**config.mk**
```make
export PLATFORM = sky130hd
export DESIGN_NAME = radio_packet_deframer_bit_align
export DESIGN_NICKNAME = d
export VERILOG_FILES = /design/src/rtl/rpd_pkg.sv /design/src/rtl/radio_packet_deframer_bit_align.sv /design/src/rtl/rpd_core.sv
export SDC_FILE = /design/constraint.sdc
export NUM_CORES = 1
export LEC_CHECK = 0
export ABC_AREA = 1
export BUFFER_PORTS_ARGS = -buffer_cell sky130_fd_sc_hd__buf_4
export CELL_PAD_IN_SITES_DETAIL_PLACEMENT = 1
export CELL_PAD_IN_SITES_GLOBAL_PLACEMENT = 1
export CORE_ASPECT_RATIO = 1.1
export CORE_MARGIN = 5
export CORE_UTILIZATION = 25
export DETAILED_ROUTE_END_ITERATION = 10
export GPL_ROUTABILITY_DRIVEN = 0
export PLACE_DENSITY_LB_ADDON = 0.1
export SKIP_LAST_GASP = 1
export SLEW_MARGIN = 30
export SYNTH_ARGS = -nofsm -noshare
export SYNTH_HDL_FRONTEND = slang
export SYNTH_SLANG_ARGS = --single-unit
```
**constraint.sdc**
```tcl
create_clock -name clock -period 3.9 [get_ports clock]
set_input_delay 0.78 -clock clock [delete_from_list [all_inputs] [get_ports clock]]
set_output_delay 0.78 -clock clock [all_outputs]
set_load 0.02 [all_outputs]
```
**src/rtl/rpd_pkg.sv**
```systemverilog
// ----------------------------------------------------------------------------
// rpd_pkg
// Shared types and constants for the packet deframer with bit alignment.
// ----------------------------------------------------------------------------
package rpd_pkg;

   localparam logic [7:0] SYNC_WORD    = 8'h33;
   localparam logic [7:0] ALT_PREAMBLE = 8'h55;

   typedef enum logic [1:0] {
      EV_PAYLOAD  = 2'd0,
      EV_END      = 2'd1,
      EV_SYNC_ERR = 2'd2,
      EV_SIZE_ERR = 2'd3
   } event_kind_type;

   typedef enum logic [1:0] {
      CSR_PREAMBLE_VALUE = 2'd0,
      CSR_PREAMBLE_THRESH = 2'd1,
      CSR_MAX_LENGTH     = 2'd2,
      CSR_TRIPLE_LENGTH  = 2'd3
   } csr_index_type;

   typedef struct packed {
      event_kind_type event_kind;
      logic [7:0]     payload_byte;
      logic [7:0]     byte_index;
      logic [7:0]     packet_length;
      logic [15:0]    received_crc;
      logic [15:0]    sync_error_count;
      logic [15:0]    size_error_count;
   } result_type;

endpackage

```
**src/rtl/radio_packet_deframer_bit_align.sv**
```systemverilog
// ----------------------------------------------------------------------------
// radio_packet_deframer_bit_align
// Preamble and sync-byte packet deframer with bit re-alignment.
// ----------------------------------------------------------------------------
// Raw radio bytes enter on the req_ channel (valid/ready), one item each.
// Results leave on the rsp_ channel: payload bytes, packet end with the
// received CRC, sync errors and size errors, with saturating error totals.
// The csr_ port writes preamble value, preamble threshold, maximum length
// and triple-length mode; writes take effect on the next item.
// An accepted item lands in an input register; the state machine processes it
// from there once the result register is free or being taken and, if it
// causes a result, loads the result register. Throughput is one item per
// cycle while the receiver does not stall.
// When the receiver stalls, the result register holds its item, the input
// register fills, and req_ready drops only once both are occupied.
// Reset returns the framer to idle, clears error totals and loads the
// register defaults; no item is accepted during reset.
// ----------------------------------------------------------------------------
module radio_packet_deframer_bit_align
   import rpd_pkg::*;
(
   input  logic        clock,
   input  logic        reset,
   input  logic        csr_we,
   input  logic [1:0]  csr_index,
   input  logic [7:0]  csr_data,
   input  logic        req_valid,
   output logic        req_ready,
   input  logic [7:0]  req_rx_byte,
   output logic        rsp_valid,
   input  logic        rsp_ready,
   output logic [1:0]  rsp_event_kind,
   output logic [7:0]  rsp_payload_byte,
   output logic [7:0]  rsp_byte_index,
   output logic [7:0]  rsp_packet_length,
   output logic [15:0] rsp_received_crc,
   output logic [15:0] rsp_sync_error_count,
   output logic [15:0] rsp_size_error_count
);

   logic       in_valid_ff;
   logic [7:0] in_byte_ff;
   logic       in_take;
   result_type rsp_item;

   assign req_ready = !reset && (!in_valid_ff || in_take);

   always_ff @(posedge clock) begin
      if (reset) begin
         in_valid_ff <= 1'b0;
      end else begin
         in_valid_ff <= (req_valid && req_ready) || (in_valid_ff && !in_take);
      end
      if (req_valid && req_ready) begin
         in_byte_ff <= req_rx_byte;
      end
   end

   rpd_core u_core (
      .clock     (clock),
      .reset     (reset),
      .csr_we    (csr_we),
      .csr_index (csr_index),
      .csr_data  (csr_data),
      .in_valid  (in_valid_ff),
      .in_byte   (in_byte_ff),
      .in_take   (in_take),
      .rsp_valid (rsp_valid),
      .rsp_ready (rsp_ready),
      .rsp_item  (rsp_item)
   );

   assign rsp_event_kind       = rsp_item.event_kind;
   assign rsp_payload_byte     = rsp_item.payload_byte;
   assign rsp_byte_index       = rsp_item.byte_index;
   assign rsp_packet_length    = rsp_item.packet_length;
   assign rsp_received_crc     = rsp_item.received_crc;
   assign rsp_sync_error_count = rsp_item.sync_error_count;
   assign rsp_size_error_count = rsp_item.size_error_count;

endmodule

```
**src/rtl/rpd_core.sv**
```systemverilog
// ----------------------------------------------------------------------------
// rpd_core
// Deframer state machine, sync search, re-alignment and result register.
// ----------------------------------------------------------------------------
module rpd_core
   import rpd_pkg::*;
(
   input  logic         clock,
   input  logic         reset,
   input  logic         csr_we,
   input  logic [1:0]   csr_index,
   input  logic [7:0]   csr_data,
   input  logic         in_valid,
   input  logic [7:0]   in_byte,
   output logic         in_take,
   output logic         rsp_valid,
   input  logic         rsp_ready,
   output result_type   rsp_item
);

   typedef enum logic [2:0] {
      PH_IDLE  = 3'd0,
      PH_PRE   = 3'd1,
      PH_SYNC  = 3'd2,
      PH_SIZE  = 3'd3,
      PH_DATA  = 3'd4,
      PH_CRC_H = 3'd5,
      PH_CRC_L = 3'd6
   } phase_type;

   phase_type   phase_ff, phase_in;
   logic [7:0]  prev_ff, prev_in;
   logic [2:0]  offset_ff, offset_in;
   logic [7:0]  pre_seen_ff, pre_seen_in;
   logic [7:0]  count_ff, count_in;
   logic [7:0]  length_ff, length_in;
   logic [7:0]  copy_ff [2];
   logic        copy_we;
   logic [7:0]  crc_hi_ff, crc_hi_in;
   logic [15:0] sync_err_ff, sync_err_in;
   logic [15:0] size_err_ff, size_err_in;

   logic [7:0]  pre_value_ff;
   logic [7:0]  pre_thresh_ff;
   logic [7:0]  max_len_ff;
   logic        triple_ff;

   logic        rsp_valid_ff, rsp_valid_in;
   result_type  rsp_ff, rsp_in;

   logic        step;
   logic        emit;
   logic [15:0] window;
   logic [15:0] shifted;
   logic [7:0]  aligned;
   logic        is_pre;
   logic [7:0]  match;
   logic [2:0]  found_k;
   logic [7:0]  len_val;

   assign step      = in_valid && (!rsp_valid_ff || rsp_ready);
   assign in_take   = step;
   assign rsp_valid = rsp_valid_ff;
   assign rsp_item  = rsp_ff;

   assign window  = {prev_ff, in_byte};
   assign shifted = window << offset_ff;
   assign aligned = shifted[15:8];
   assign is_pre  = (in_byte == pre_value_ff) || (in_byte == ALT_PREAMBLE);

   always_comb begin
      logic [15:0] w;
      found_k = 3'd0;
      for (int k = 7; k >= 0; k--) begin
         w = window << k;
         match[k] = (w[15:8] == SYNC_WORD);
         if (match[k]) begin
            found_k = 3'(k);
         end
      end
   end

   always_comb begin
      phase_in    = phase_ff;
      prev_in     = prev_ff;
      offset_in   = offset_ff;
      pre_seen_in = pre_seen_ff;
      count_in    = count_ff;
      length_in   = length_ff;
      copy_we     = 1'b0;
      crc_hi_in   = crc_hi_ff;
      sync_err_in = sync_err_ff;
      size_err_in = size_err_ff;
      emit        = 1'b0;
      len_val     = aligned;
      rsp_in      = '0;

      unique case (phase_ff)
         PH_PRE: begin
            if (!is_pre) begin
               if (pre_seen_ff > pre_thresh_ff) begin
                  phase_in  = PH_SYNC;
                  offset_in = 3'd0;
               end else begin
                  phase_in = PH_IDLE;
               end
            end else if (pre_seen_ff != 8'hFF) begin
               pre_seen_in = pre_seen_ff + 8'd1;
            end
            prev_in = in_byte;
         end
         PH_SYNC: begin
            if (match == 8'd0) begin
               if (sync_err_ff != 16'hFFFF) begin
                  sync_err_in = sync_err_ff + 16'd1;
               end
               phase_in          = PH_IDLE;
               emit              = 1'b1;
               rsp_in.event_kind = EV_SYNC_ERR;
            end else begin
               offset_in = found_k;
               phase_in  = PH_SIZE;
               prev_in   = in_byte;
               count_in  = 8'd0;
            end
         end
         PH_SIZE: begin
            prev_in = in_byte;
            if (triple_ff) begin
               len_val = (copy_ff[0] & copy_ff[1]) | (copy_ff[0] & aligned)
                       | (copy_ff[1] & aligned);
            end
            if (triple_ff && count_ff < 8'd2) begin
               copy_we  = 1'b1;
               count_in = count_ff + 8'd1;
            end else if (len_val == 8'd0 || len_val > max_len_ff) begin
               if (size_err_ff != 16'hFFFF) begin
                  size_err_in = size_err_ff + 16'd1;
               end
               phase_in          = PH_IDLE;
               emit              = 1'b1;
               rsp_in.event_kind = EV_SIZE_ERR;
            end else begin
               count_in  = 8'd0;
               length_in = len_val;
               phase_in  = PH_DATA;
            end
         end
         PH_DATA: begin
            prev_in  = in_byte;
            count_in = count_ff + 8'd1;
            if (count_in == length_ff) begin
               phase_in = PH_CRC_H;
            end
            emit                 = 1'b1;
            rsp_in.event_kind    = EV_PAYLOAD;
            rsp_in.payload_byte  = aligned;
            rsp_in.byte_index    = count_ff;
            rsp_in.packet_length = length_ff;
         end
         PH_CRC_H: begin
            crc_hi_in = aligned;
            prev_in   = in_byte;
            phase_in  = PH_CRC_L;
         end
         PH_CRC_L: begin
            prev_in              = in_byte;
            phase_in             = PH_IDLE;
            emit                 = 1'b1;
            rsp_in.event_kind    = EV_END;
            rsp_in.packet_length = length_ff;
            rsp_in.received_crc  = {crc_hi_ff, aligned};
         end
         default: begin
            phase_in = PH_IDLE;
            if (is_pre) begin
               pre_seen_in = 8'd0;
               phase_in    = PH_PRE;
            end
         end
      endcase

      rsp_in.sync_error_count = sync_err_in;
      rsp_in.size_error_count = size_err_in;

      if (step) begin
         rsp_valid_in = emit;
      end else begin
         rsp_valid_in = rsp_valid_ff && !rsp_ready;
      end
   end

   always_ff @(posedge clock) begin
      if (reset) begin
         phase_ff      <= PH_IDLE;
         prev_ff       <= 8'd0;
         offset_ff     <= 3'd0;
         pre_seen_ff   <= 8'd0;
         count_ff      <= 8'd0;
         length_ff     <= 8'd0;
         crc_hi_ff     <= 8'd0;
         sync_err_ff   <= 16'd0;
         size_err_ff   <= 16'd0;
         pre_value_ff  <= 8'd170;
         pre_thresh_ff <= 8'd6;
         max_len_ff    <= 8'd64;
         triple_ff     <= 1'b0;
         rsp_valid_ff  <= 1'b0;
      end else begin
         if (step) begin
            phase_ff    <= phase_in;
            prev_ff     <= prev_in;
            offset_ff   <= offset_in;
            pre_seen_ff <= pre_seen_in;
            count_ff    <= count_in;
            length_ff   <= length_in;
            crc_hi_ff   <= crc_hi_in;
            sync_err_ff <= sync_err_in;
            size_err_ff <= size_err_in;
         end
         if (csr_we) begin
            unique case (csr_index_type'(csr_index))
               CSR_PREAMBLE_VALUE:  pre_value_ff  <= csr_data;
               CSR_PREAMBLE_THRESH: pre_thresh_ff <= csr_data;
               CSR_MAX_LENGTH:      max_len_ff    <= csr_data;
               CSR_TRIPLE_LENGTH:   triple_ff     <= csr_data[0];
               default:             ;
            endcase
         end
         rsp_valid_ff <= rsp_valid_in;
      end
      if (step && emit) begin
         rsp_ff <= rsp_in;
      end
      if (step && copy_we) begin
         copy_ff[count_ff[0]] <= aligned;
      end
   end

endmodule

```
* After elaboration in Yosys (flattened, before gate mapping)
Memories as Yosys holds them, arrays and structs flattened.
Cells that the tools add are included.
** Word-level totals
- Input port bits :: 23
- Memory bits (writable) :: 16
- Memories kept :: 1
- Word-level logic and storage cells :: 160
- Register bits after elaboration :: 187
- Output and inout bits :: 76
** Memories
- u_core.copy_ff :: depth 2, bits a word 8, rd ports 2, clocked after memory_dff 0, write ports 1, line rpd_core.sv:37 : logic [7:0] copy_ff [2];
** Cells by class
- Shift-type cells :: 1
- Bitwise operators :: 8
- Eq/ne operators :: 30
- Order comparisons :: 3
- Add/sub/neg operators :: 4
- Muxes and demuxes :: 52
- Reductions and logical operators :: 38
** Operators with widths (count)
- 2-to-1 mux 16 bit :: 7
- 2-to-1 mux 8 bit :: 9
- == test 8 x 6 -> 1 bit (second input constant) :: 8
- 2-to-1 mux 3 bit :: 15
- adder 16 x 1 -> 16 bit (second input constant) :: 2
- inequality test 16 bit (second input constant) :: 2
- one-hot mux 8 bit (2 select lines) :: 2
- bitwise AND 8 bit :: 3
- one-hot mux 8 bit (3 select lines) :: 1
- one-hot mux 3 bit (6 select lines) :: 1
- adder 8 x 1 -> 8 bit (second input constant) :: 2
- == test 8 bit :: 2
- greater-than comparator 8 bit :: 2
- zero test 8 bit :: 2
- OR 8 bit :: 2
- AND reduction 4 bit :: 4
- left shift 16 x 3 -> 16 bit :: 1
- 2-to-1 mux 2 bit :: 5
- AND reduction 2 bit :: 5
- OR reduction 5 bit :: 2
- == test 3 bit (second input constant) :: 3
- 2-to-1 mux 1 bit :: 9
- == test 8 x 7 -> 1 bit (second input constant) :: 1
- logical AND 1 bit :: 8
- 21 further kinds :: 38

* Longest topological paths before layout
Gate-level depths: netlist of the first run.
- Depth in word-level cells :: 12
- Depth in mapped cells :: 23
- Depth with buffers taken out :: 22

* Cells and area by module
A second synthesis of the first run with hierarchy kept.
** Second synthesis, totals
- Cells, all modules :: 1320
- Area total of the unflattened synthesis :: 10348.7 um^2
** By module, submodules not included
- rpd_core :: times used 1, cells an instance 1303, sequential area each 4784.6 um^2, area each 10049.6 um^2
- radio_packet_deframer_bit_align :: times used 1, cells an instance 17, sequential area each 260.2 um^2, area each 299.0 um^2

* Least setup slack after synthesis of the first run
OpenSTA, ideal clock, no wires.
- Path type :: register to register
- Start point :: reg u_core.offset_ff[0]
- End point :: reg u_core.rsp_ff (netlist bit u_core.rsp_item[0]) (enable)
- Data arrival time :: 3.676 ns
- Data required time :: 3.472 ns
- Library setup time :: 0.428 ns
- Path buffers :: 1
- Period minus slack after synthesis :: 4.104 ns
- Path slack :: -0.204 ns
- Cell stages (with the launch flop) :: 20
- Cell sequence :: dfxtp_1 > inv_2 > buf_6 > nand2_2 > nand3_1 > nand3_1 > nand3_1 > nand2_1 > inv_1 > ha_1 > nand2_1 > o21ai_0 > nand2_1 > o211ai_1 > o21ai_0 > nand2_4 > nand2_4 > nand3_1 > nand2_1 > inv_1
** Between the ends
- Cells in the longest elaborated chain, start to end :: 12
- Elaborated cells on any way between the ends :: 14
- Those cells by class :: order compare: 1; shift: 1; mux: 5; bitwise: 4; reduce/logical: 3
** Ends and longest elaborated chain
- start: declaration :: line rpd_core.sv:33 : logic [2:0] offset_ff, offset_in;
- start signal: assignment :: line rpd_core.sv:213 : offset_ff <= offset_in;
- left shift 16 x 3 -> 16 bit (*) :: line rpd_core.sv:67 : assign shifted = window << offset_ff;
- bitwise AND 8 bit :: line rpd_core.sv:130 : len_val = (copy_ff[0] & copy_ff[1]) | (copy_ff[0] & aligned)
- OR 8 bit :: line rpd_core.sv:130
- OR 8 bit :: line rpd_core.sv:131 : | (copy_ff[1] & aligned);
- 2-to-1 mux 8 bit (*) :: line rpd_core.sv:129 : if (triple_ff) begin
- 2-to-1 mux 8 bit (*) :: line rpd_core.sv:98 : unique case (phase_ff)
- greater-than comparator 8 bit or zero test 8 bit (tied branches) :: line rpd_core.sv:136 : end else if (len_val == 8'd0 || len_val > max_len_ff) begin
- logical OR 1 bit (*) :: line rpd_core.sv:136
- 2-to-1 mux 1 bit (*) :: line rpd_core.sv:136
- 2-to-1 mux 1 bit (*) :: line rpd_core.sv:133 : if (triple_ff && count_ff < 8'd2) begin
- one-hot mux 1 bit (3 select lines) (*) :: line rpd_core.sv:98
- logical AND 1 bit (*) :: line rpd_core.sv:232 : if (step && emit) begin
- end signal: assignment :: line rpd_core.sv:233 : rsp_ff <= rsp_in;
- end: declaration :: line rpd_core.sv:49 : result_type rsp_ff, rsp_in;
Every way passes the cells marked *; elsewhere a longest branch is shown, timed or not. The select of a mux whose other input is x is not followed.
A chain may end at the register's enable or synchronous reset.

* Final worst setup path of the first run
- Start point :: reg u_core.offset_ff[2]
- End point :: reg u_core.rsp_ff (netlist bit u_core.rsp_item[10]) (enable)
The elaborated chain is that of the path after synthesis.

==> results of run 1 <==
[area by class of cell]
class | count | area (µm²) | area share
repair buffers | 112 | 853 | 0.0693
clock inverters | 17 | 233 | 0.0189
inverters | 194 | 738 | 0.0600
flip-flops and latches | 203 | 5040 | 0.410
multi-input cells | 808 | 4160 | 0.338
well taps | 513 | 642 | 0.0521
clock buffers | 29 | 641 | 0.0520
[flip-flops by register name (all words and copies together) (netlist names)]
register	cells
u_core.max_len_ff	8
u_core.pre_value_ff	8
u_core.count_ff	8
u_core.offset_ff	3
u_core.crc_hi_ff	8
u_core.size_err_ff	16
in_byte_ff	8
u_core.rsp_item	74
u_core.prev_ff	8
u_core.copy_ff	16
u_core.phase_ff	3
u_core.pre_seen_ff	8
u_core.pre_thresh_ff	8
u_core.sync_err_ff	16
in_valid_ff	1
u_core.triple_ff	1
u_core.length_ff	8
u_core.rsp_valid	1
[metrics by stage]
stage | total power [mW] | cell area, µm² | util
after floorplan | 2.52 | 10200 | -
after global placement | 2.62 | 11400 | 0.285
after detailed placement | 2.62 | 11400 | 0.285
after CTS | 5.16 | 12300 | 0.306
after global routing | 5.28 | 12300 | 0.306
final | 5.06 | 12300 | 0.306
[worst reg2reg max path, stage by stage (launching register included)]
cell        delay [ps]
dfxtp_1            550
clkinvlp_4         290
nand3_1            170
nand3_1             80
nand2_1             90
inv_1               70
ha_1               290
nand2_1             80
o21ai_0            160
nand2_1             70
o211ai_1            80
o21ai_1            180
nand2_4            130
nand2_4             90
nand3_1             90
nand2_1            100
clkinvlp_4         140
buf_4              380
[how the worst max path moves through the flow]
stage / to / slack (ps) / depth (start not counted)
detailed placement: u_core.rsp_item[23]$_DFFE_PP_ / 410 / 17
finish: u_core.rsp_item[10]$_DFFE_PP_ / 470 / 17
floorplan: u_core.rsp_item[0]$_DFFE_PP_ / 160 / 18
CTS: u_core.rsp_item[22]$_DFFE_PP_ / 380 / 17
global placement: u_core.rsp_item[24]$_DFFE_PP_ / 500 / 17
global route: u_core.rsp_item[10]$_DFFE_PP_ / 6 / 17
[cells in the mapped netlist (all sizes together), types with 2 or more instances]
cell type  instances
inv              191
or3                3
a211oi             2
or2                3
o21ai            105
nand2            237
edfxtp            98
ha                21
o211ai             4
nand4             33
buf               20
nand3            104
clkbuf            21
nor4              11
nand3b             6
a21oi            101
dfxtp            105
nor3              31
clkinv             3
nor2             117
xor2              16
xnor2             10
[per-layer routing]
metal	up-vias	global-route usage
met3	37	0.0221
met4	0	0.0340
met1	4045	0.199
met2	114	0.216
li1	4333	-
met5	-	0
[logic make-up after synthesis]
kind of cell,count (synthesis),synth area share
flops,203,0.497
simple gates,545,0.248
xor+xnor,26,0.0224
compound gates,216,0.113
buf+inv,235,0.0932
fa+ha+maj,21,0.0259
[power groups by stage]
stage	sequential, mW	combinational [mW]	clock (mW)
after floorplan	2.33	0.189	0
after global placement	2.35	0.271	0
after detailed placement	2.35	0.275	0
after CTS	2.30	0.276	2.58
after global routing	2.30	0.311	2.66
final	2.30	0.269	2.49
==> impl_metrics.tcl, run 1 <==
set metrics [dict create \
    fin_crit_ps 3430 \
    fin_ws_ps 473 \
    worstSkewPairLatency_ps 550 \
    grt_pass1_wl_mm 50.1 \
    slew_violations 0 \
    dp_cells 1830 \
    wl_per_cell_um 16.7 \
    drtPass1Iterations 4 \
    wirelength_mm 31.3 \
    synth_ff_type "dfxtp_1" \
    arrival_ps 3610 \
    ff2ff_path_depth 17 \
    drt-met1-wl_mm 15.9 \
    period_share 0.879 \
    min_to "in_byte_ff[7]$_DFFE_PP_" \
    drive_gt1_frac 0.150 \
    synthesis.nets 1290 \
    yosys.area.top_type_share 0.290 \
    powerDensity_nw_per_um2 411 \
    ir_drop_uv 295 \
    drcViolationCount 0 \
    start_kind "register" \
    synth_seq_area_share 0.497 \
    htree_num_levels 1 \
    intPower_mw 3.87 \
    switching_share 0.234 \
    grt.overflow.total 0 \
    hp-start "req_rx_byte[7]" \
    crit_path_max_fanout 27 \
    p_leak_nw 5.10 \
    crit_start "u_core.offset_ff[2]$_SDFFE_PP0P_" \
    yosys.area.top_type "edfxtp_1" \
    die-area_um2 44700 \
    skew_ps 23.1 \
    cts-buffers-inserted 25 \
    timing.rr.end "u_core.rsp_item[10]$_DFFE_PP_" \
    die_w_um 202 \
    comb_power_share 0.053 \
    yosysWarningCount 0 \
    mostFrequentLayoutCells "nand2_1, inv_1, nor2_1" \
    hold_violations 0 \
    avgSynthCellArea_um2 8.15 \
    power_switching_mw 1.18 \
    status "complete, no violations" \
    setup_viol 0 \
    path_buf_inv 4 \
    num_vias 8529 \
    grt_usage 0.138 \
    diodes 0 \
    antenna_found_initial 0 \
    ys_types 46 \
    clock_sinks 203 \
    rsz0062_at_grt "no" \
    worst_pin_slew_ps 789 \
    relSlewSlack 0.472 \
    grt_max_degree 62 \
    area_growth_pct 21.3 \
    cts_resized 0 \
    p_clk_frac 0.492 \
    synthCells 1246 \
    vias_per_cell 4.55 \
    worst-endpoint-required_ps 4090 \
    ant_nets 0 \
    die_h_um 221 \
    final_cells 1876 \
    grt_pass1_vias 8856 \
    n_fill_cell 4780 \
    path_cells "clkinvlp_4 > nand3_1 > nand3_1 > nand2_1 > inv_1 > ha_1 > nand2_1 > o21ai_0 > nand2_1 > o211ai_1 > o21ai_1 > nand2_4 > nand2_4 > nand3_1 > nand2_1 > clkinvlp_4 > buf_4" \
    synth_edf_count 98 \
    crit_type "register to register" \
    fmax_ghz 0.292 \
    crit_top_cell "nand2_1" \
    synth_area_um2 10200 \
    async_flop_share 0 \
    wl_met3_mm 1.01 \
    initial_utilization 0.253 \
    clk_pin_slew_ps 60 \
    seq_power_share 0.455 \
    r2r-start "u_core.offset_ff[2]$_SDFFE_PP0P_" \
    hold_depth 1 \
    critPathMaxStageDelay_ps 550 \
    fin_setup_tns_ps 0 \
    ys_ff_latch 203 \
    cts_tree "yes" \
    portBuffers 98 \
    clockRootBuffer "clkbuf_16" \
    dp_slack_ps 409 \
    crit_path_top_delay_cell "dfxtp_1" \
    cts_buffer_depth 3 \
    cts_hold_buf 0 \
    wl_met2_mm 13.8 \
    dr.first_iter.drc_count 333 \
    holdWs_ps 408 \
    routed.top_layer "met4" \
    ys_top_cells_by_area "edfxtp_1, dfxtp_1, nand2_1, inv_1, nand3_1" \
    boundaryPins 99 \
    hpwlAfterDp_mm 22.7 \
    cp_top_family "simple AND/OR/NAND/NOR gates" \
    postCtsSetupBuffers 0 \
    r2r_slack_ps 470 \
    cp-end-kind "register" \
    row_count 77 \
    min_path_type "primary input to register" \
    drv_cap 0 \
    final_nets 1388 \
    layout_commonest_cell "nand2_1" \
    fp.coreArea_um2 40200 \
]
No activity file was read; power rests on OpenSTA's default activity.
==> inputs of run 2 (changes only) <==
- MAX_ROUTING_LAYER: default -> met4
- PLACE_DENSITY: default -> 0.53
- PLACE_DENSITY_LB_ADDON: 0.1 -> default
==> impl_metrics.tcl, run 2 (synthesis results as in run 1) <==
set metrics [dict create \
    status "complete, no violations" \
    crit_top_cell "nand2_1" \
    ir_drop_uv 235 \
    start_kind "register" \
    final_cells 1878 \
    largest_reg_flops 74 \
    die_h_um 221 \
    cp-end-kind "register" \
    htree_num_levels 1 \
    crit_path_top_delay_cell "edfxtp_1" \
    num_vias 8562 \
    postCtsSetupBuffers 0 \
    fp.coreArea_um2 40200 \
    grt_pass1_wl_mm 49.0 \
    final_nets 1391 \
    design_area_um2 12300 \
    arrival_ps 3900 \
    crit_path_max_fanout 26 \
    wl_per_cell_um 16.5 \
    path_cells "nand2_1 > nand3_1 > nand2_1 > nand2_1 > nand3b_1 > nand2_1 > ha_1 > a21oi_1 > o21ai_0 > nand2_1 > o211ai_1 > o21ai_1 > nand2_4 > nand2_4 > nand3_1 > nand2_1 > clkinvlp_4 > buf_12" \
    mostFrequentLayoutCells "nand2_1, inv_1, buf_4" \
    diodes 0 \
    drive_gt1_frac 0.150 \
    worst_pin_slew_ps 770 \
    critPathMaxStageDelay_ps 540 \
    cts_buffer_depth 3 \
    fin_crit_ps 3630 \
    powerDensity_nw_per_um2 398 \
    grt_max_degree 40 \
    dp_cells 1834 \
    vias_per_cell 4.56 \
    grt_pass1_vias 8815 \
    cts_hold_buf 0 \
    wirelength_mm 30.9 \
    boundaryPins 99 \
    dr.first_iter.drc_count 358 \
    cts-buffers-inserted 24 \
    post_dp_cell_area_um2 11500 \
    row_count 77 \
    skew_ps 26.5 \
    drv_cap 0 \
    die_w_um 202 \
    hold_violations 0 \
    period_share 0.930 \
    p_leak_nw 5.09 \
    post-route-util 0.306 \
    grt_usage 0.138 \
    worst-endpoint-required_ps 4170 \
    initial_utilization 0.253 \
    die-area_um2 44700 \
    clockRootBuffer "clkbuf_16" \
    layout_commonest_cell "nand2_1" \
    antenna_found_initial 0 \
    crit_type "register to register" \
    area_growth_pct 21.0 \
    cts_tree "yes" \
    cts_resized 0 \
    register_area_um2 5040 \
    clock_sinks 203 \
    portBuffers 98 \
    min_path_type "primary input to register" \
    grt.overflow.total 0 \
    slew_violations 0 \
    drcViolationCount 0 \
    relSlewSlack 0.481 \
    worstSkewPairLatency_ps 550 \
    clk_pin_slew_ps 60 \
    fin_setup_tns_ps 0 \
    hpwlAfterDp_mm 22.7 \
    rsz0062_at_grt "no" \
    multi_input_area_um2 4160 \
    setup_viol 0 \
    n_fill_cell 4773 \
    drtPass1Iterations 4 \
    ant_nets 0 \
    fmax_ghz 0.276 \
]
[run 2: critical path, delay by kind of cell, from the launching register on]
kind | cells | cell delay [ps]
flops | 1 | 540
simple gates | 11 | 1160
fa+ha+maj | 1 | 320
buf+inv | 2 | 730
compound gates | 4 | 590
[run 2: metrics by stage]
| step | hold slack [ps] | worst slack [ps] | power (mW) |
|---|---|---|---|
| final | 415 | 273 | 4.89 |
| after detailed placement | 456 | 283 | 2.62 |
| after global placement | 459 | 395 | 2.61 |
| after CTS | 382 | 264 | 4.98 |
| after floorplan | 433 | 160 | 2.52 |
| after global routing | 395 | 15.9 | 5.09 |
[run 2: report_power, final]
| group | switching, mW | total (mW) | internal (mW) |
|---|---|---|---|
| registers | 0.0355 | 2.30 | 2.26 |
| logic | 0.178 | 0.271 | 0.0932 |
| clock network | 0.937 | 2.32 | 1.38 |
| total | 1.15 | 4.89 | 3.74 |
[run 2: area by class of cell]
type                       instances  area share
clock buffer                      30      0.0532
clock inverter                    14      0.0126
inverter                         194      0.0598
multi-input combinational        808       0.339
sequential                       203       0.411
tap                              513      0.0522
timing repair buffer             116      0.0729
[run 2: layer usage]
layer,up-vias,track usage,routed length (µm)
met5,-,-,0
met4,0,0.0372,667
met3,40,0.0182,1000
met2,119,0.220,14000
met1,4066,0.185,15300
li1,4337,-,-
[run 2: final timing paths]
kind / to / cells past startpoint / slack, ps / start
setup / recovery: u_core.rsp_item[23]$_DFFE_PP_ / 18 / 270 / in_byte_ff[7]$_DFFE_PP_
hold / removal: in_byte_ff[0]$_DFFE_PP_ / 1 / 420 / req_rx_byte[0]
setup reg to reg: u_core.rsp_item[23]$_DFFE_PP_ / 18 / 270 / in_byte_ff[7]$_DFFE_PP_
hold reg to reg: u_core.pre_thresh_ff[7]$_SDFFE_PP0P_ / 2 / 460 / u_core.pre_thresh_ff[7]$_SDFFE_PP0P_
==> inputs of run 3 (changes only) <==
- CELL_PAD_IN_SITES_DETAIL_PLACEMENT: 1 -> 0
- CORE_UTILIZATION: 25 -> 40
- PLACE_DENSITY: 0.53 -> 0.77
==> impl_metrics.tcl, run 3 (synthesis results as in run 1) <==
set metrics [dict create \
    status "complete, no violations" \
    worst-endpoint-required_ps 4110 \
    fp.coreArea_um2 25200 \
    initial_utilization 0.403 \
    diodes 0 \
    drive_gt1_frac 0.147 \
    drcViolationCount 0 \
    dr.first_iter.drc_count 483 \
    fin_crit_ps 3550 \
    grt_usage 0.177 \
    dp_cells 1632 \
    grt.overflow.total 0 \
    drv_cap 0 \
    p_leak_nw 5.07 \
    hold_depth 1 \
    rsz0062_at_grt "no" \
    slew_violations 0 \
    period_share 0.910 \
    die-area_um2 28700 \
    grt_pass1_vias 7918 \
    mostFrequentLayoutCells "nand2_1, inv_1, nor2_1" \
    post_dp_cell_area_um2 11200 \
    wirelength_mm 25.0 \
    powerDensity_nw_per_um2 404 \
    crit_type "register to register" \
    n_fill_cell 2475 \
    num_vias 8379 \
    post-route-util 0.477 \
    drtPass1Iterations 5 \
    layout_commonest_cell "nand2_1" \
    grt_max_degree 66 \
    cp-end-kind "register" \
    htree_num_levels 1 \
    hpwlAfterDp_mm 18.3 \
    power_switching_mw 1.04 \
    boundaryPins 99 \
    start_kind "register" \
    comb_power_share 0.054 \
    vias_per_cell 5.01 \
    die_w_um 162 \
    clockRootBuffer "clkbuf_16" \
    worstSkewPairLatency_ps 500 \
    crit_path_max_fanout 65 \
    largest_reg_flops 74 \
    setup_viol 0 \
    row_count 61 \
    wl_per_cell_um 14.9 \
    hold_violations 0 \
    portBuffers 98 \
    ant_nets 0 \
    skew_ps 12.2 \
    p_clk_frac 0.473 \
    cts_tree "yes" \
    arrival_ps 3760 \
    fmax_ghz 0.282 \
    total_power_mw 4.85 \
    switching_share 0.214 \
    intPower_mw 3.81 \
    cts-buffers-inserted 23 \
    worst_pin_slew_ps 739 \
    area_growth_pct 18.3 \
    ir_drop_uv 269 \
    fin_setup_tns_ps 0 \
    antenna_found_initial 0 \
    clock_sinks 203 \
    postCtsSetupBuffers 0 \
    seq_power_share 0.473 \
    design_area_um2 12000 \
    relSlewSlack 0.506 \
    final_nets 1386 \
    final_cells 1673 \
    die_h_um 177 \
    grt_pass1_wl_mm 40.8 \
    ff2ff_path_depth 16 \
    cts_buffer_depth 3 \
    min_path_type "primary input to register" \
    cts_hold_buf 0 \
    clk_pin_slew_ps 60 \
]
run 3: path summary, 6_finish.rpt:
path / to / slack (ps) / from
worst max-delay path: u_core.rsp_item[0]$_DFFE_PP_ / 350 / u_core.offset_ff[2]$_SDFFE_PP0P_
worst min-delay path: in_byte_ff[3]$_DFFE_PP_ / 460 / req_rx_byte[3]
worst max register to register: u_core.rsp_item[0]$_DFFE_PP_ / 350 / u_core.offset_ff[2]$_SDFFE_PP0P_
worst min register to register: u_core.pre_thresh_ff[5]$_SDFFE_PP0P_ / 460 / u_core.pre_thresh_ff[5]$_SDFFE_PP0P_
run 3: per-layer routing:
| metal | routed length [µm] | share of wire | up-vias | GRT usage |
|---|---|---|---|---|
| li1 | - | - | 4331 | - |
| met1 | 12000 | 0.48 | 3826 | 0.245 |
| met2 | 11300 | 0.45 | 189 | 0.280 |
| met3 | 1220 | 0.049 | 33 | 0.0226 |
| met4 | 497 | 0.020 | 0 | 0.0409 |
| met5 | 0 | 0 | - | - |
run 3: stage by stage:
| stage | hold WS (ps) | setup slack (ps) |
|---|---|---|
| final | 455 | 351 |
| after global routing | 435 | 35.4 |
| after CTS | 432 | 268 |
| after detailed placement | 454 | 293 |
| after global placement | 451 | 340 |
| after floorplan | 433 | 160 |
run 3: what timing repair did:
item                                    in CTS  in global routing
hold endpoints to repair                     0                  0
resized for setup                            0                  1
endpoints found under the setup margin       0                 65
run 3: power groups by stage:
stage	registers, mW	logic, mW	clock network, mW
after global placement	2.34	0.259	0
after global routing	2.30	0.299	2.43
final	2.30	0.260	2.29
after detailed placement	2.34	0.262	0
after floorplan	2.33	0.189	0
after CTS	2.30	0.263	2.35
run 3: layout make-up:
cell class                 instances  area [µm²]  share of cell area
inverter                         194         734              0.0612
tap                              315         394              0.0328
multi-input combinational        808        4160               0.347
timing repair buffer             112         853              0.0711
clock buffer                      31         667              0.0555
sequential                       203        5050               0.420
clock inverter                    10         149              0.0124
run 3: worst max-delay path, stage by stage, from the launching register on:
cell and delay (ps):
dfxtp_1 520, clkinv_1 320, nand3_1 220, nand3_1 80, nand2_1 80, inv_1 60
ha_1 290, nand2_1 80, nor2_1 140, nand3_1 80, o21ai_1 370, nand2_4 210
nand2_4 160, nand3_1 80, nand2_1 150, clkinvlp_4 140, buf_12 200
